[config.mk]
export PLATFORM = sky130hd
export DESIGN_NAME = base64_encoder_unit
export DESIGN_NICKNAME = d
export VERILOG_FILES = /design/src/b64e_pkg.sv /design/src/b64e_front.sv /design/src/b64e_queue.sv /design/src/b64e_back.sv /design/src/base64_encoder_unit.sv
export SDC_FILE = /design/constraint.sdc
export NUM_CORES = 1
export LEC_CHECK = 0
export BUFFER_PORTS_ARGS = -buffer_cell sky130_fd_sc_hd__buf_2
export CAP_MARGIN = 10
export CORE_MARGIN = 1
export CORE_UTILIZATION = 60
export CTS_CLUSTER_SIZE = 28
export DETAILED_ROUTE_END_ITERATION = 7
export PLACE_DENSITY_LB_ADDON = 0.2
export SKIP_LAST_GASP = 1
export SYNTH_ARGS = -nofsm -noshare
export SYNTH_HDL_FRONTEND = slang
export SYNTH_SLANG_ARGS = --single-unit
[constraint.sdc]
create_clock -name clk -period 6.08 [get_ports clk]
set_clock_uncertainty 0.05 [all_clocks]
set_input_delay 0.608 -clock clk [delete_from_list [all_inputs] [get_ports clk]]
set_output_delay 0.608 -clock clk [all_outputs]
set_load 0.005 [all_outputs]
[src/b64e_pkg.sv]
// Shared beat and group types for the Base64 encoder.
package b64e_pkg;

  typedef struct packed {
    logic [7:0] data_byte;
    logic       end_of_message;
  } byte_beat_t;

  typedef struct packed {
    logic [7:0] out_char;
    logic       final_char;
  } char_beat_t;

  typedef struct packed {
    logic [23:0] word;
    logic [1:0]  pad_count;
    logic        last;
  } group_t;

  localparam logic [7:0] PAD_CHAR = 8'h3D;

endpackage

[src/b64e_front.sv]
// Byte gatherer: collects bytes into three-byte groups and hands each closed group on.
module b64e_front
  import b64e_pkg::*;
(
  input  logic       clk,
  input  logic       rst,
  input  logic       byte_valid,
  output logic       byte_ready,
  input  byte_beat_t byte_beat,
  output logic       push_valid,
  input  logic       push_ready,
  output group_t     push_group
);

  logic [1:0]  group_position;
  logic [15:0] pending_bytes;
  logic        accept;

  assign byte_ready = push_ready;
  assign accept     = byte_valid && push_ready;

  always_comb begin
    push_valid = 1'b0;
    push_group = '0;
    unique case (group_position)
      2'd0: begin
        push_valid           = byte_valid && byte_beat.end_of_message;
        push_group.word      = {byte_beat.data_byte, 16'h0000};
        push_group.pad_count = 2'd2;
        push_group.last      = 1'b1;
      end
      2'd1: begin
        push_valid           = byte_valid && byte_beat.end_of_message;
        push_group.word      = {pending_bytes[15:8], byte_beat.data_byte, 8'h00};
        push_group.pad_count = 2'd1;
        push_group.last      = 1'b1;
      end
      default: begin
        push_valid           = byte_valid;
        push_group.word      = {pending_bytes, byte_beat.data_byte};
        push_group.pad_count = 2'd0;
        push_group.last      = byte_beat.end_of_message;
      end
    endcase
  end

  always_ff @(posedge clk) begin
    if (rst) begin
      group_position <= 2'd0;
    end else if (accept) begin
      if (byte_beat.end_of_message || group_position >= 2'd2) begin
        group_position <= 2'd0;
      end else begin
        group_position <= group_position + 2'd1;
      end
    end
  end

  always_ff @(posedge clk) begin
    if (accept && !byte_beat.end_of_message) begin
      if (group_position == 2'd0) begin
        pending_bytes[15:8] <= byte_beat.data_byte;
      end else if (group_position == 2'd1) begin
        pending_bytes[7:0] <= byte_beat.data_byte;
      end
    end
  end

endmodule

[src/b64e_queue.sv]
// Short group queue between the byte gatherer and the character serializer.
module b64e_queue
  import b64e_pkg::*;
#(
  parameter int DEPTH = 2
)
(
  input  logic   clk,
  input  logic   rst,
  input  logic   push_valid,
  output logic   push_ready,
  input  group_t push_group,
  output logic   pop_valid,
  input  logic   pop_ready,
  output group_t pop_group
);

  localparam int PTR_W = (DEPTH > 1) ? $clog2(DEPTH) : 1;
  localparam int CNT_W = $clog2(DEPTH + 1);

  group_t             slots [DEPTH];
  logic [PTR_W-1:0]   wr_ptr;
  logic [PTR_W-1:0]   rd_ptr;
  logic [CNT_W-1:0]   count;
  logic               do_push;
  logic               do_pop;

  assign push_ready = (count != CNT_W'(DEPTH));
  assign pop_valid  = (count != '0);
  assign do_push    = push_valid && push_ready;
  assign do_pop     = pop_valid && pop_ready;
  assign pop_group  = slots[rd_ptr];

  always_ff @(posedge clk) begin
    if (rst) begin
      wr_ptr <= '0;
      rd_ptr <= '0;
      count  <= '0;
    end else begin
      if (do_push) begin
        wr_ptr <= (wr_ptr == PTR_W'(DEPTH - 1)) ? '0 : wr_ptr + 1'b1;
      end
      if (do_pop) begin
        rd_ptr <= (rd_ptr == PTR_W'(DEPTH - 1)) ? '0 : rd_ptr + 1'b1;
      end
      if (do_push && !do_pop) begin
        count <= count + 1'b1;
      end else if (do_pop && !do_push) begin
        count <= count - 1'b1;
      end
    end
  end

  always_ff @(posedge clk) begin
    if (do_push) begin
      slots[wr_ptr] <= push_group;
    end
  end

endmodule

[src/b64e_back.sv]
// Character serializer: turns each queued group into four Base64 characters.
module b64e_back
  import b64e_pkg::*;
(
  input  logic       clk,
  input  logic       rst,
  input  logic       pop_valid,
  output logic       pop_ready,
  input  group_t     pop_group,
  output logic       char_valid,
  input  logic       char_ready,
  output char_beat_t char_beat
);

  group_t     cur;
  logic [1:0] idx;
  logic       active;
  logic       advance;
  logic       load;
  logic [5:0] sext;
  logic       is_pad;
  char_beat_t next_beat;

  function automatic logic [7:0] b64_char(input logic [5:0] v);
    logic [7:0] r;
    if (v < 6'd26) begin
      r = 8'h41 + {2'b00, v};
    end else if (v < 6'd52) begin
      r = 8'h61 + {2'b00, v} - 8'd26;
    end else if (v < 6'd62) begin
      r = 8'h30 + {2'b00, v} - 8'd52;
    end else if (v == 6'd62) begin
      r = 8'h2B;
    end else begin
      r = 8'h2F;
    end
    return r;
  endfunction

  assign advance   = active && (!char_valid || char_ready);
  assign load      = pop_valid && (!active || (advance && idx == 2'd3));
  assign pop_ready = !active || (advance && idx == 2'd3);

  always_comb begin
    unique case (idx)
      2'd0:    sext = cur.word[23:18];
      2'd1:    sext = cur.word[17:12];
      2'd2:    sext = cur.word[11:6];
      default: sext = cur.word[5:0];
    endcase
    is_pad = ((idx == 2'd3) && (cur.pad_count != 2'd0)) ||
             ((idx == 2'd2) && (cur.pad_count == 2'd2));
    next_beat.out_char   = is_pad ? PAD_CHAR : b64_char(sext);
    next_beat.final_char = cur.last && (idx == 2'd3);
  end

  always_ff @(posedge clk) begin
    if (rst) begin
      active     <= 1'b0;
      idx        <= 2'd0;
      char_valid <= 1'b0;
    end else begin
      if (load) begin
        active <= 1'b1;
        idx    <= 2'd0;
      end else if (advance) begin
        if (idx == 2'd3) begin
          active <= 1'b0;
        end
        idx <= idx + 2'd1;
      end
      if (advance) begin
        char_valid <= 1'b1;
      end else if (char_ready) begin
        char_valid <= 1'b0;
      end
    end
  end

  always_ff @(posedge clk) begin
    if (load) begin
      cur <= pop_group;
    end
    if (advance) begin
      char_beat <= next_beat;
    end
  end

`ifndef SYNTH
  a_keep_streaming: assert property (@(posedge clk) disable iff (rst)
    (char_valid && char_ready && active) |=> char_valid)
    else $error("serializer dropped a character while a group was active");

  a_final_closes_group: assert property (@(posedge clk) disable iff (rst)
    (char_valid && char_beat.final_char) |-> (!active || idx == 2'd0))
    else $error("final character shown while a group is half sent");

  a_hold_on_stall: assert property (@(posedge clk) disable iff (rst)
    (char_valid && !char_ready) |=> $stable(idx))
    else $error("character index moved while the output was stalled");
`endif

endmodule

[src/base64_encoder_unit.sv]
// Top level of the streaming Base64 encoder.
//
//   channel  direction  handshake                 beat
//   byte     in         byte_valid / byte_ready   byte_beat (data_byte, end_of_message)
//   char     out        char_valid / char_ready   char_beat (out_char, final_char)
//
// A byte is taken every cycle while the group queue has room.
// The character port issues one character per cycle while char_ready is high and groups are queued; a group gives four.
// A closing byte passes through a queue slot, the serializer's group register and its character register first.
// Reset is synchronous and leaves the queue empty and no bytes pending.
// Either side may stall on its own; the queue absorbs QUEUE_DEPTH groups.
module base64_encoder_unit
  import b64e_pkg::*;
#(
  parameter int QUEUE_DEPTH = 2
)
(
  input  logic       clk,
  input  logic       rst,
  input  logic       byte_valid,
  output logic       byte_ready,
  input  byte_beat_t byte_beat,
  output logic       char_valid,
  input  logic       char_ready,
  output char_beat_t char_beat
);

  logic   push_valid;
  logic   push_ready;
  group_t push_group;
  logic   pop_valid;
  logic   pop_ready;
  group_t pop_group;

  b64e_front u_front (
    .clk        (clk),
    .rst        (rst),
    .byte_valid (byte_valid),
    .byte_ready (byte_ready),
    .byte_beat  (byte_beat),
    .push_valid (push_valid),
    .push_ready (push_ready),
    .push_group (push_group)
  );

  b64e_queue #(
    .DEPTH (QUEUE_DEPTH)
  ) u_queue (
    .clk        (clk),
    .rst        (rst),
    .push_valid (push_valid),
    .push_ready (push_ready),
    .push_group (push_group),
    .pop_valid  (pop_valid),
    .pop_ready  (pop_ready),
    .pop_group  (pop_group)
  );

  b64e_back u_back (
    .clk        (clk),
    .rst        (rst),
    .pop_valid  (pop_valid),
    .pop_ready  (pop_ready),
    .pop_group  (pop_group),
    .char_valid (char_valid),
    .char_ready (char_ready),
    .char_beat  (char_beat)
  );

endmodule
* After elaboration in Yosys (flattened, before gate mapping)
Memory sizes are Yosys's and may differ from the RTL's. A register that Yosys moved wholly into a read port is not among the register bits. Cells that the tools add are included.
Operators by class: magnitude comparators 4, bitwise operators 1, multiplexer cells 19, reduce and logical (&&, ||, !) cells 34, equal/unequal tests 7, $add $sub $neg 11
Operators by type and width (number):
- $pmux 27 s2 | 1
- $mux 8 | 3
- $pmux 6 s3 | 1
- $add 7x6->8 const A | 2
- $logic_and 1x1->1 | 12
- $lt 6x6->1 const B | 2
- $reduce_bool 2->1 | 6
- $mux 1 | 10
- $sub 8x5->8 const B | 1
- $sub 8x6->8 const B | 1
- $add 6x6->7 const A | 1
- $add 2x1->2 const B | 3
- $eq 2x2->1 const B | 3
- $eq 6x6->1 const B | 1
- $lt 6x5->1 const B | 1
- $mux 2 | 3
- $logic_not 1->1 | 5
- $eq 2x1->1 const B | 2
- $logic_not 2->1 | 2
- $logic_or 1x1->1 | 4
- $reduce_and 2->1 | 2
- $reduce_or 2->1 | 2
- $mux 3 | 1
- $reduce_and 3->1 | 1
- 5 further kinds | 6
Storage, ports and cells: output and inout port bits 11, memories 1, bits in registers 35, memory bits (writable) 54, input port bits 13
Memories:
- u_queue.slots | words 2, width 27, rd ports 1, clocked after memory_dff 1, wr ports 1, RTL line b64e_queue.sv:21 | group_t slots [DEPTH];

* Depth between registers and ports, before layout
Gate-level depths: netlist (run 1).
depth in word-level cells 9, gate-level depth with buffers 11

* Modules after synthesis
From an unflattened synthesis (run 1), not the netlist that was laid out.
Second synthesis, totals: cells, all modules 355, area, all modules 5162.5 µm²
Modules (own cells, without submodules):
- b64e_queue | area an instance 2168.3 µm², times used 1, cells an instance 108, seq. area each 1721.7 µm²
- b64e_back | area an instance 2024.4 µm², times used 1, cells an instance 157, seq. area each 1161.1 µm²
- b64e_front | area an instance 969.7 µm², times used 1, cells an instance 90, seq. area each 520.5 µm²

* Least setup slack after synthesis (run 1)
No wires, ideal clock.
kind input to register, start point in char_ready, end point reg u_queue.count[1], cell stages on the path 7, path slack 2.670 ns, path buffers 0, setup time 0.071 ns, arrival 3.290 ns, cells stage by stage nand2b_1 > nand2_1 > a21oi_1 > inv_1 > ha_1 > or3_1 > a21oi_1
On the way: word-level cells in the longest chain between the ends 8, elaborated cells on any way between the ends 10, classes of those cells 1 x mux; 9 x reduce/logical
RTL lines:
- start: declaration | RTL line base64_encoder_unit.sv:24 | input logic char_ready,
- $logic_or 1x1->1 (*) | RTL line b64e_back.sv:40 | assign advance = active && (!char_valid || char_ready);
- $logic_and 1x1->1 (*) | RTL line b64e_back.sv:40
- $logic_and 1x1->1 (*)
- $logic_or 1x1->1 (*)
- $logic_and 1x1->1 (*)
- net u_back.load | RTL line b64e_back.sv:19 | logic load;
- $logic_not 1->1 | RTL line b64e_queue.sv:46 | if (do_push && !do_pop) begin
- $logic_and 1x1->1 | RTL line b64e_queue.sv:46
- $mux 2 / $reduce_bool 2->1 (equally long branches)
- end signal: assignment | RTL line b64e_queue.sv:47 | count <= count + 1'b1;
- end signal: assignment | RTL line b64e_queue.sv:49 | count <= count - 1'b1;
- end: declaration | RTL line b64e_queue.sv:24 | logic [CNT_W-1:0] count;
Mark *: on every way through the listed nets, which the timed path passes. The rest lies on a longest branch. A chain may end at the register's enable or synchronous reset.

* Final worst setup path (run 1)
start point reg u_front.group_position[1], end point mem u_queue.slots[1][0] in the netlist's numbering, enable pin
On the way: word-level cells in the longest chain between the ends 6, elaborated cells on any way between the ends 7, classes of those cells 1 x eq/ne; 3 x mux; 3 x reduce/logical
RTL lines:
- start: declaration | RTL line b64e_front.sv:15 | logic [1:0] group_position;
- start signal: assignment | RTL line b64e_front.sv:54 | group_position <= group_position + 2'd1;
- $eq 2x1->1 / $logic_not 2->1 (equally long branches) | RTL line b64e_front.sv:25 | unique case (group_position)
- $reduce_or 2->1 (no source line) (*)
- $mux 1 (*)
- $logic_and 1x1->1 (*) | RTL line b64e_queue.sv:30 | assign do_push = push_valid && push_ready;
- $mux 1 (*) | RTL line b64e_queue.sv:55 | if (do_push) begin
- $mux 1 (implied by the code) (*) | RTL line b64e_queue.sv:56 | slots[wr_ptr] <= push_group;
- end: declaration | RTL line b64e_queue.sv:21
Mark *: on every way between the ends. The rest lies on a longest branch, timed or not.

==> run summary, run 1 <==
Starting Density -> 0.626
Number of diodes added for antenna fixing -> 0
Detailed-routing iteration count for the pre-antenna-repair pass -> 4
RSZ-0062 raised after global routing -> no
Power density over the cells -> 535 mW/mm^2
Net switching component of the power -> 937 uW
Cells traversed along the worst timing path -> inv_1 -> ha_1 -> nor2_1 -> o211ai_1 -> nor2_2 -> buf_4
Number of fillers in the final layout -> 464
CTS HTree Levels -> 4
Net count after synthesis -> 346
DRC violation total after the first TritonRoute iteration -> 175
Top sig layer -> met4
Worst IR drop on VDD -> 0.340 mV
Global-route wire length before repair -> 13800 microns
Placed standard-cell area -> 0.00512 sq mm
Hold Violations, Final -> 0
Slowest cell on the critical path -> sky130_fd_sc_hd__nor2_1
Arrival time at the worst endpoint -> 3.24 ns
Number of distinct library cells after synthesis -> 52
Number of vias after detailed routing -> 2719
Met1 routed wirelength after detailed routing -> 3720 microns
Number of hold buffers added after CTS -> 0
Buffers from clock root to sink, at most -> 2
Worst-case setup margin in the final layout -> 2.98 ns
Final cell count without fillers -> 472
Count of nets after finishing -> 381
Worst slew slack as a fraction of its limit -> 0.266
Crit share post-route -> 0.509
Max frequency -> 323 MHz
Gate family responsible for the most delay along the worst path -> simple AND/OR/NAND/NOR gates
Worst slack, placed -> 3.01 ns
Yosys synthesis warning count -> 0
Switching power share of the total -> 0.304
Number of enable-type register cells in the synthesized netlist -> 106
Pin slew with the least headroom to its limit -> 1.10 ns
Proportion of register bits with asynchronous set or reset after synthesis -> 0
Shortest clock period the worst path allows after layout -> 3.10 ns
Buf/Inv on CP -> 2
Worst Setup Start Kind -> flip-flop
Ports -> 24
CP max FO -> 16
Largest stage delay, worst path -> 0.70 ns
Port Buffers -> 23
Final setup violation count -> 0
Sequential fraction of design power -> 0.385
Top FF cell, synth -> sky130_fd_sc_hd__edfxtp_1
Signed area change from the synthesized netlist to the final layout -> 17.9%
Total routing usage reported by global routing -> 0.222
Detailed-routed wire length on met3 -> 319 microns
Routed wire length -> 8330 microns
Required time worst endpoint -> 6.22 ns
Mean instance size in the synthesized netlist -> 15.2 sq um
Post-Syn Area -> 0.00489 sq mm
Number of antenna-violating nets in the routed design -> 0
Width of the chip -> 92.3 microns
Average vias per placed instance -> 5.76
Final GP Congestion -> 0.891
Kind of capture point of the worst setup path -> flip-flop
Path class of the lowest-slack min-delay path -> primary input to flip-flop
Share of synthesized area occupied by flip-flops and latches -> 0.692
Post-route standard cell area excluding fillers -> 0.00576 sq mm
Insertion delay to the later sink of the worst-skew pair -> 0.50 ns
Total instance count after detailed placement -> 439
PnR Total Power -> 3.08 mW
P_leak -> 2.03 nW
Internal power contribution -> 2.14 mW
Number of global-route vias before repair -> 2710
Number of max-slew violations in the final report -> 0
Clock sink count -> 116
Pin count of the biggest net entering global routing -> 32
Clk slew on worst S/H paths -> 0.06 ns
Outcome -> complete, no violations
Post-synthesis sequential element count -> 116
Final routed DRC violation total -> 0
Overflow left after global routing -> 0
CTS root buffer -> sky130_fd_sc_hd__clkbuf_8
Cts bufs inserted -> 17
Logic pwr share -> 0.285
Path type of the worst setup path -> flip-flop to flip-flop
WL/cell -> 17.6 microns
Number of antenna violations at the first check in global routing -> 0
Clock share of power -> 0.329
Die Y-Extent -> 92.3 microns
DPL Wire Length -> 5400 microns
Count of standard-cell rows -> 32
Share of final-layout standard cells stronger than drive strength 1 -> 0.270
CORE AREA -> 0.00781 sq mm
Max Cap Violations -> 0
Post-synthesis cell count -> 322
Final setup TNS -> 0 ns
Die area -> 0.00851 sq mm
Clock tree from TritonCTS -> built
Resize count post-CTS -> 0
Routed length on met2 -> 4190 microns
Post-CTS Setup Repair Bufs -> 0
area by class of cell:
cell class	instances	area, sq um	share of cell area
Sequential cell	116	3380	0.587
Inverter	16	60.1	0.0104
Clock inverter	15	204	0.0354
Clock buffer	17	414	0.0719
Timing Repair Buffer	27	165	0.0287
Tap cell	102	128	0.0221
Multi-Input combinational cell	179	1410	0.244
sequential cells by signal (all words and copies together) (netlist names):
register / cells
u_back.active: 1
u_queue.count: 2
u_back.char_valid: 1
u_queue.wr_ptr: 1
u_front.pending_bytes: 16
u_front.group_position: 2
u_back.char_beat: 9
u_back.idx: 2
u_queue.rd_ptr: 1
u_back.cur: 27
u_queue.slots: 54
synth_stat cells (2+ instances only):
cell type,n,area [sq um]
sky130_fd_sc_hd__inv_1,14,52.6
sky130_fd_sc_hd__a222oi_1,3,30.0
sky130_fd_sc_hd__a211oi_1,4,30.0
sky130_fd_sc_hd__a22oi_1,2,15.0
sky130_fd_sc_hd__mux2_2,29,327
sky130_fd_sc_hd__a21oi_1,16,80.1
sky130_fd_sc_hd__o211ai_1,3,22.5
sky130_fd_sc_hd__a22o_1,17,149
sky130_fd_sc_hd__a31oi_1,3,18.8
sky130_fd_sc_hd__nor2_1,13,48.8
sky130_fd_sc_hd__and2_1,10,62.6
sky130_fd_sc_hd__xnor2_1,5,43.8
sky130_fd_sc_hd__o21ai_0,4,20.0
sky130_fd_sc_hd__xor2_1,2,17.5
sky130_fd_sc_hd__ha_1,11,138
sky130_fd_sc_hd__mux2i_1,2,20.0
sky130_fd_sc_hd__nand2_1,10,37.5
sky130_fd_sc_hd__nor3b_1,3,22.5
sky130_fd_sc_hd__clkbuf_1,7,26.3
sky130_fd_sc_hd__buf_1,2,7.51
sky130_fd_sc_hd__nor3_1,5,25.0
sky130_fd_sc_hd__nand2b_1,6,37.5
sky130_fd_sc_hd__nand3_1,2,10.0
sky130_fd_sc_hd__nor2b_1,2,12.5
sky130_fd_sc_hd__edfxtp_1,106,3180
sky130_fd_sc_hd__or3_1,3,18.8
sky130_fd_sc_hd__o21ai_1,4,20.0
sky130_fd_sc_hd__dfxtp_1,10,200
cell families (layout without fill, tap and decap cells):
logic type / count (synthesis) / in the layout / synth area share
AO/OA/AOI/OAI: 69 / 69 / 0.106
XOR/XNOR: 7 / 7 / 0.0125
adder cells (fa/ha/maj): 11 / 11 / 0.0282
buffers and inverters: 27 / 75 / 0.0218
flip-flops: 116 / 116 / 0.692
multiplexers: 32 / 32 / 0.0737
AND/OR/NAND/NOR: 60 / 60 / 0.0655
cells in the final DEF, fill, tap and decap left out, types with 3 or more instances in the layout:
cell type                      n
sky130_fd_sc_hd__o211ai_1      3
sky130_fd_sc_hd__nor3_1        5
sky130_fd_sc_hd__ha_1         11
sky130_fd_sc_hd__o21ai_1       4
sky130_fd_sc_hd__dfxtp_1      10
sky130_fd_sc_hd__clkinvlp_4    6
sky130_fd_sc_hd__inv_1        14
sky130_fd_sc_hd__a21oi_1      15
sky130_fd_sc_hd__nand2_1      10
sky130_fd_sc_hd__o21ai_0       4
sky130_fd_sc_hd__a22o_1       17
sky130_fd_sc_hd__nor3b_1       3
sky130_fd_sc_hd__or3_1         3
sky130_fd_sc_hd__buf_2        23
sky130_fd_sc_hd__edfxtp_1    106
sky130_fd_sc_hd__a31oi_1       3
sky130_fd_sc_hd__a222oi_1      3
sky130_fd_sc_hd__a211oi_1      4
sky130_fd_sc_hd__mux2_2       29
sky130_fd_sc_hd__nor2_2        3
sky130_fd_sc_hd__and2_1       10
sky130_fd_sc_hd__inv_6         3
sky130_fd_sc_hd__nor2_1       11
sky130_fd_sc_hd__clkbuf_16    16
sky130_fd_sc_hd__bufinv_16     4
sky130_fd_sc_hd__xnor2_1       5
sky130_fd_sc_hd__nand2b_1      6
sky130_fd_sc_hd__buf_4         3
power by group through the flow:
| stage | sequential [mW] | combinational (mW) | clock, mW |
|---|---|---|---|
| finish | 1.19 | 0.880 | 1.02 |
| global placement | 1.21 | 0.812 | 0 |
| detailed placement | 1.21 | 0.831 | 0 |
| global route | 1.20 | 0.967 | 1.07 |
| floorplan | 1.19 | 0.647 | 0 |
| CTS | 1.20 | 0.843 | 1.03 |
through the flow:
stage | util | hold WS (ns)
final | 0.738 | 0.290
after global routing | 0.738 | 0.272
after CTS | 0.734 | 0.272
after detailed placement | 0.655 | 0.427
after global placement | 0.655 | 0.408
after floorplan | - | 0.399
worst paths after layout:
check,startpoint,end,slack [ns],depth (start not counted)
worst max-delay path,u_front.group_position[1]$_SDFFE_PP0P_,u_queue.slots[1][0]$_DFFE_PP_,2.98,6
worst min-delay path,byte_beat[7],u_front.pending_bytes[14]$_DFFE_PP_,0.29,1
worst max register to register,u_front.group_position[1]$_SDFFE_PP0P_,u_queue.slots[1][0]$_DFFE_PP_,2.98,6
worst min register to register,u_front.group_position[1]$_SDFFE_PP0P_,u_front.group_position[1]$_SDFFE_PP0P_,0.43,2
layer usage:
metal / vias to the layer above / global-route usage
met1: 1305 / 0.280
met2: 82 / 0.361
met3: 10 / 0.0730
li1: 1322 / -
met5: - / 0
met4: 0 / 0.0794
Note: power is estimated with default switching activity, not from simulation.
==> inputs of run 2 (changes only) <==
==> constraint.sdc (replaced) <==
create_clock -name clk -period 3.2 [get_ports clk]
set_clock_uncertainty 0.05 [all_clocks]
set_input_delay 0.32 -clock clk [delete_from_list [all_inputs] [get_ports clk]]
set_output_delay 0.32 -clock clk [all_outputs]
set_load 0.005 [all_outputs]
==> run 2 against run 1 <==
Global-route usage fell by 0.39 points; register-to-register slack got worse by 2.5 ns; clock power rose by 81%; critical path type unchanged; largest cell class unchanged.
==> run summary, run 2 (synthesis gave the netlist of run 1 again) <==
Outcome -> complete, no violations
Crit share post-route -> 0.847
Number of antenna violations at the first check in global routing -> 0
PnR Total Power -> 5.77 mW
Final GP Congestion -> 0.979
Count of cells along the worst register-to-register path -> 8
Max Cap Violations -> 0
Pin slew with the least headroom to its limit -> 0.533 ns
Power density over the cells -> 987 mW/mm^2
Share of final-layout standard cells stronger than drive strength 1 -> 0.276
CP max FO -> 12
Number of hold buffers added after CTS -> 8
Leading cell types in the layout, fill and taps excluded -> sky130_fd_sc_hd__edfxtp_1 (106), sky130_fd_sc_hd__mux2_2 (29), sky130_fd_sc_hd__buf_2 (23)
Clock share of power -> 0.321
Global-route wire length before repair -> 13500 microns
Kind of capture point of the worst setup path -> flip-flop
Insertion delay to the later sink of the worst-skew pair -> 0.51 ns
Max frequency -> 369 MHz
Most flops, register -> u_queue.slots
Die area -> 0.00851 sq mm
CTS root buffer -> sky130_fd_sc_hd__clkbuf_8
Clock sink count -> 116
Internal power contribution -> 4.00 mW
R2R Path Start -> u_back.idx[0]$_SDFFE_PP0P_
Final setup violation count -> 0
Detailed-routing iteration count for the pre-antenna-repair pass -> 6
Net switching component of the power -> 1.76 mW
Worst IR drop on VDD -> 0.482 mV
Overflow left after global routing -> 0
Number of antenna-violating nets in the routed design -> 0
Setup slack of the most critical reg-to-reg path -> 0.49 ns
Starting Density -> 0.626
Post-CTS Setup Repair Bufs -> 0
Top Registers -> u_queue.slots x54, u_back.cur x27, u_front.pending_bytes x16
DRC violation total after the first TritonRoute iteration -> 153
Buffers from clock root to sink, at most -> 2
Ports -> 24
Port Buffers -> 23
Path class of the lowest-slack min-delay path -> primary input to flip-flop
Pin count of the biggest net entering global routing -> 31
Final standard cell utilization of the core -> 0.748
Width of the chip -> 92.3 microns
Die Y-Extent -> 92.3 microns
Final routed DRC violation total -> 0
Switching power share of the total -> 0.306
Arrival time at the worst endpoint -> 2.90 ns
Cts bufs inserted -> 17
Logic pwr share -> 0.287
Number of vias after detailed routing -> 2808
Total routing usage reported by global routing -> 0.218
RR Endpoint -> u_back.char_beat[1]$_SDFFCE_PP1P_
Final setup TNS -> 0 ns
Average vias per placed instance -> 5.78
Worst slew slack as a fraction of its limit -> 0.645
Required time worst endpoint -> 3.39 ns
DPL Wire Length -> 5510 microns
CORE AREA -> 0.00781 sq mm
Launch point of the critical path -> u_back.idx[0]$_SDFFE_PP0P_
Shortest clock period the worst path allows after layout -> 2.71 ns
CTS HTree Levels -> 4
Clock tree from TritonCTS -> built
Hold Violations, Final -> 0
Number of diodes added for antenna fixing -> 0
Largest register FFs -> 54
Number of fillers in the final layout -> 460
RSZ-0062 raised after global routing -> no
Most common cell after layout, fill and taps aside -> sky130_fd_sc_hd__edfxtp_1
Worst Setup Start Kind -> flip-flop
Setup crit end -> u_back.char_beat[1]$_SDFFCE_PP1P_
Routed wire length -> 8360 microns
WL/cell -> 17.2 microns
Count of standard-cell rows -> 32
Sequential fraction of design power -> 0.392
Signed area change from the synthesized netlist to the final layout -> 19.5%
P_leak -> 2.09 nW
Count of nets after finishing -> 395
Resize count post-CTS -> 0
Clk slew on worst S/H paths -> 0.06 ns
Number of max-slew violations in the final report -> 0
Number of global-route vias before repair -> 2751
Path type of the worst setup path -> flip-flop to flip-flop
## run 2: cell count changes in the layout (fill, tap and decap cells not counted), sizes merged
cell	previous run	this run
buf	27	33
bufinv	4	3
clkinv	3	9
clkinvlp	6	2
dlygate4sd3	0	8
inv	18	17
## run 2: worst min-delay path by stage
| stage | from | end | cells after the start |
|---|---|---|---|
| floorplan | byte_beat[1] | u_front.pending_bytes[0]$_DFFE_PP_ | 0 |
| global placement | u_front.group_position[1]$_SDFFE_PP0P_ | u_front.group_position[1]$_SDFFE_PP0P_ | 2 |
| detailed placement | u_front.group_position[1]$_SDFFE_PP0P_ | u_front.group_position[1]$_SDFFE_PP0P_ | 2 |
| CTS | rst | u_front.group_position[0]$_SDFFE_PP0P_ | 2 |
| global route | rst | u_queue.wr_ptr$_SDFFE_PP0P_ | 2 |
| finish | rst | u_queue.wr_ptr$_SDFFE_PP0P_ | 2 |
## run 2: final cells by class
| type | instances | area (sq um) | area share |
|---|---|---|---|
| timing repair buffer | 41 | 270 | 0.0463 |
| sequential | 116 | 3380 | 0.579 |
| clock inverter | 15 | 180 | 0.0308 |
| tap | 102 | 128 | 0.0218 |
| clock buffer | 17 | 414 | 0.0709 |
| multi-input combinational | 179 | 1410 | 0.241 |
| inverter | 16 | 60.1 | 0.0103 |
## run 2: power by group through the flow
stage / Sequential, mW / Clock, mW / Combinational [mW]
finish: 2.26 / 1.85 / 1.65
global route: 2.29 / 1.94 / 1.82
CTS: 2.27 / 1.88 / 1.65
detailed placement: 2.29 / 0 / 1.63
global placement: 2.28 / 0 / 1.59
floorplan: 2.25 / 0 / 1.23
## run 2: per-layer routing
layer | routed length [microns] | global-route usage | up-vias
met5 | 0 | 0 | -
met1 | 3680 | 0.278 | 1348
li1 | - | - | 1347
met2 | 4140 | 0.349 | 88
met4 | 216 | 0.108 | 0
met3 | 331 | 0.0564 | 25
## run 2: critical path, cell delays in order, from the launching register on
cell	delay, ns
sky130_fd_sc_hd__dfxtp_1	0.37
sky130_fd_sc_hd__ha_1	0.44
sky130_fd_sc_hd__a21oi_1	0.07
sky130_fd_sc_hd__a22o_1	0.27
sky130_fd_sc_hd__inv_1	0.22
sky130_fd_sc_hd__ha_1	0.39
sky130_fd_sc_hd__o221ai_1	0.21
sky130_fd_sc_hd__nor4_1	0.32
sky130_fd_sc_hd__a31oi_1	0.08
## run 2: metrics by stage
stage	setup WS (ns)	area (sq um)	hold slack, ns	std cells
after floorplan	0.452	4890	0.369	322
after global placement	0.679	5170	0.411	446
after detailed placement	0.561	5170	0.421	446
after CTS	0.547	5840	0.0563	486
after global routing	0.255	5840	0.0918	486
final	0.491	5840	0.0740	486
==> inputs of run 3 (changes only) <==
--- a/config.mk
+++ b/config.mk
@@ -5,10 +5,11 @@
 export SDC_FILE = /design/constraint.sdc
 export NUM_CORES = 1
 export LEC_CHECK = 0
+export ABC_AREA = 1
 export BUFFER_PORTS_ARGS = -buffer_cell sky130_fd_sc_hd__buf_2
 export CAP_MARGIN = 10
 export CORE_MARGIN = 1
-export CORE_UTILIZATION = 60
+export CORE_UTILIZATION = 55
 export CTS_CLUSTER_SIZE = 28
 export DETAILED_ROUTE_END_ITERATION = 7
 export PLACE_DENSITY_LB_ADDON = 0.2
==> constraint.sdc (replaced) <==
create_clock -name clk -period 2.15 [get_ports clk]
set_clock_uncertainty 0.05 [all_clocks]
set_input_delay 0.215 -clock clk [delete_from_list [all_inputs] [get_ports clk]]
set_output_delay 0.215 -clock clk [all_outputs]
set_load 0.005 [all_outputs]
==> run 3 against run 2 <==
The run now ends with design-rule violations left; worst setup slack got worse by 0.37 ns; flip-flop and latch count unchanged; sequential share of layout area decreased by 3.4 points; synthesized area increased by 3.6%; utilization decreased by 4.2 points; power increased by 62%; cell count increased by 32%; first-iteration DRC count decreased by 3.9%; design area increased by 6.4%; combinational power increased by 87%; die area increased by 13%; highest routed layer unchanged.
==> run summary, run 3 <==
Number of fillers in the final layout -> 587
Number of vias after detailed routing -> 3325
Cell seen most often among critical-path stages -> sky130_fd_sc_hd__nand2_1
Logic pwr share -> 0.330
Crit share post-route -> 0.942
DPL Wire Length -> 6140 microns
Arrival time at the worst endpoint -> 2.24 ns
Leading cell types in the layout, fill and taps excluded -> sky130_fd_sc_hd__nand2_1 (156), sky130_fd_sc_hd__edfxtp_1 (106), sky130_fd_sc_hd__inv_1 (37)
Post-synthesis mux area share -> 0
Dominant cell by count in the synthesized netlist -> sky130_fd_sc_hd__nand2_1
Launch point of the critical path -> u_back.idx[0]$_SDFFE_PP0P_
Adder and majority cell fraction of the synthesized area -> 0.0272
Net count after synthesis -> 488
Total routing usage reported by global routing -> 0.212
Buffers from clock root to sink, at most -> 2
Count of cells along the worst register-to-register path -> 14
Internal power contribution -> 6.27 mW
Cells taking the most area after synthesis -> sky130_fd_sc_hd__edfxtp_1 (63%), sky130_fd_sc_hd__nand2_1 (12%), sky130_fd_sc_hd__dfxtp_1 (4.0%), sky130_fd_sc_hd__o21ai_0 (3.3%), sky130_fd_sc_hd__inv_1 (3.0%)
Final standard cell utilization of the core -> 0.706
CORE AREA -> 0.00881 sq mm
Cells traversed along the worst timing path -> inv_4 -> ha_4 -> nand2_1 -> nand2_2 -> nor2_1 -> nor2_2 -> ha_2 -> inv_1 -> nor2_2 -> nor2_1 -> nand3_1 -> nand2_1 -> inv_1 -> nand2_1
Ports -> 24
Worst Setup Start Kind -> flip-flop
Clock tree from TritonCTS -> built
Worst slack, placed -> -0.0361 ns
Fraction of the mapped netlist area in simple logic gates -> 0.195
Share of synthesized area occupied by flip-flops and latches -> 0.668
Violations in the final reports -> design-rule violations
Outcome -> finished, violations left
Slowest cell on the critical path -> sky130_fd_sc_hd__dfxtp_4
Yosys synthesis warning count -> 0
CTS root buffer -> sky130_fd_sc_hd__clkbuf_8
Number of antenna violations at the first check in global routing -> 0
RSZ-0062 raised after global routing -> yes
Pin count of the biggest net entering global routing -> 31
Port Buffers -> 23
Number of distinct library cells after synthesis -> 28
Worst IR drop on VDD -> 0.888 mV
Final setup TNS -> 0 ns
Post-route standard cell area excluding fillers -> 0.00622 sq mm
Final GP Congestion -> 0.932
Fraction of the mapped netlist area in compound gates -> 0.0657
Setup crit end -> u_back.char_beat[3]$_SDFFCE_PP1P_
Clk slew on worst S/H paths -> 0.06 ns
Max Cap Violations -> 0
DRC violation total after the first TritonRoute iteration -> 147
Number of enable-type register cells in the synthesized netlist -> 106
PnR Total Power -> 9.37 mW
Path class of the lowest-slack min-delay path -> primary input to flip-flop
Net switching component of the power -> 3.10 mW
P_leak -> 2.52 nW
Number of antenna-violating nets in the routed design -> 0
Routed wire length -> 9320 microns
Cts bufs inserted -> 17
Most flops, register -> u_queue.slots
Count of standard-cell rows -> 34
Yosys top cell area share -> 0.629
Top Registers -> u_queue.slots x54, u_back.cur x27, u_front.pending_bytes x16
Most common cell after layout, fill and taps aside -> sky130_fd_sc_hd__nand2_1
Max frequency -> 494 MHz
Clock sink count -> 116
WL/cell -> 14.6 microns
Sequential fraction of design power -> 0.377
Starting Density -> 0.575
Ranking of synthesized cells by instance count -> sky130_fd_sc_hd__nand2_1 (158), sky130_fd_sc_hd__edfxtp_1 (106), sky130_fd_sc_hd__inv_1 (41)
Shortest clock period the worst path allows after layout -> 2.03 ns
Post-synthesis sequential element count -> 116
Number of diodes added for antenna fixing -> 0
Die area -> 0.00959 sq mm
Number of max-slew violations in the final report -> 0
Dominant combinational cell family by area after synthesis -> simple AND/OR/NAND/NOR gates
Required time worst endpoint -> 2.37 ns
Share of final-layout standard cells stronger than drive strength 1 -> 0.220
CP max FO -> 7
Top FF cell, synth -> sky130_fd_sc_hd__edfxtp_1
Clock share of power -> 0.293
Setup slack of the most critical reg-to-reg path -> 0.12 ns
Worst-case setup margin in the final layout -> 0.124 ns
Gate family responsible for the most delay along the worst path -> simple AND/OR/NAND/NOR gates
Pin slew with the least headroom to its limit -> 0.667 ns
Overflow left after global routing -> 0
Die Y-Extent -> 98.0 microns
Post-Syn Area -> 0.00506 sq mm
Path type of the worst setup path -> flip-flop to flip-flop
Buf/Inv on CP -> 3
Final routed DRC violation total -> 1
Width of the chip -> 98.0 microns
Signed area change from the synthesized netlist to the final layout -> 22.8%
Count of nets after finishing -> 547
Parity-gate share of the synthesized area counting xor and xnor cells -> 0
Global-route wire length before repair -> 15300 microns
Kind of capture point of the worst setup path -> flip-flop
Largest stage delay, worst path -> 0.37 ns
Power density over the cells -> 1510 mW/mm^2
Worst slew slack as a fraction of its limit -> 0.554
RR Endpoint -> u_back.char_beat[3]$_SDFFCE_PP1P_
Proportion of register bits with asynchronous set or reset after synthesis -> 0
Placed standard-cell area -> 0.00545 sq mm
Mean instance size in the synthesized netlist -> 10.9 sq um
Detailed-routing iteration count for the pre-antenna-repair pass -> 7
Average vias per placed instance -> 5.20
Insertion delay to the later sink of the worst-skew pair -> 0.51 ns
Switching power share of the total -> 0.331
R2R Path Start -> u_back.idx[0]$_SDFFE_PP0P_
Final setup violation count -> 0
Number of global-route vias before repair -> 3324
CTS HTree Levels -> 4
CP Depth -> 14
Library cell with the largest summed area after synthesis -> sky130_fd_sc_hd__edfxtp_1
Post-synthesis cell count -> 464
Largest register FFs -> 54
Hold Violations, Final -> 0
==> run 3: cell type report <==
class                           count  area, sq um  area share
Sequential cell                   116         3390       0.545
Multi-Input combinational cell    295         1580       0.254
Clock buffer                       18          418      0.0672
Timing Repair Buffer               49          360      0.0579
Inverter                           44          175      0.0282
Clock inverter                     10          161      0.0260
Tap cell                          108          135      0.0217
==> run 3: cell families (layout without fill, tap and decap cells) <==
| kind of cell | Yosys count | count (layout) |
|---|---|---|
| AOI/OAI and AO/OA | 55 | 55 |
| adders and majority gates | 11 | 11 |
| buffers and inverters | 53 | 121 |
| DFF | 116 | 116 |
| and+or+nand+nor | 229 | 229 |
==> run 3: worst min-delay path by stage <==
stage	slack [ns]	start	end	cells after the start
2_1_floorplan	0.23	rst	u_front.group_position[1]$_SDFFE_PP0P_	1
3_3_place_gp	0.37	byte_beat[7]	u_front.pending_bytes[14]$_DFFE_PP_	1
3_5_place_dp	0.37	byte_beat[1]	u_front.pending_bytes[0]$_DFFE_PP_	1
4_1_cts	0.008	byte_beat[0]	u_queue.slots[0][0]$_DFFE_PP_	3
5_1_grt	0.06	byte_beat[0]	u_queue.slots[0][0]$_DFFE_PP_	3
6_report	0.03	byte_beat[0]	u_queue.slots[1][0]$_DFFE_PP_	3
==> run 3: metrics by stage <==
stage	hold slack, ns	instances
3_5_place_dp	0.369	601
5_1_grt	0.0583	640
4_1_cts	0.00806	639
3_3_place_gp	0.368	601
6_report	0.0296	640
2_1_floorplan	0.230	464
==> run 3: tightest hold or removal path, stage by stage <==
cell and delay [ns]:
sky130_fd_sc_hd__buf_2 0.08, sky130_fd_sc_hd__inv_1 0.07, sky130_fd_sc_hd__nand2_1 0.10
==> run 3: power groups by stage <==
stage	sequential (mW)	clock, mW	combinational, mW
finish	3.54	2.75	3.09
CTS	3.52	2.78	3.02
global placement	3.54	0	2.91
detailed placement	3.55	0	2.97
global route	3.59	2.86	3.50
floorplan	3.48	0	2.17
==> run 3: timing repair <==
action | 4_1_cts | 5_1_grt
hold buffers | 10 | 0
gates resized for setup | 3 | 21
setup endpoints to repair | 4 | 8
endpoints found under the hold margin | 19 | 0
setup buffers | 0 | 1
pin swaps | 1 | 5
==> run 3: metal layers <==
| metal | vias up | part of all wire | GRT usage |
|---|---|---|---|
| li1 | 1667 | - | - |
| met1 | 1559 | 0.43 | 0.244 |
| met2 | 87 | 0.52 | 0.371 |
| met3 | 12 | 0.038 | 0.0530 |
| met4 | 0 | 0.013 | 0.0979 |
| met5 | - | 0 | 0 |
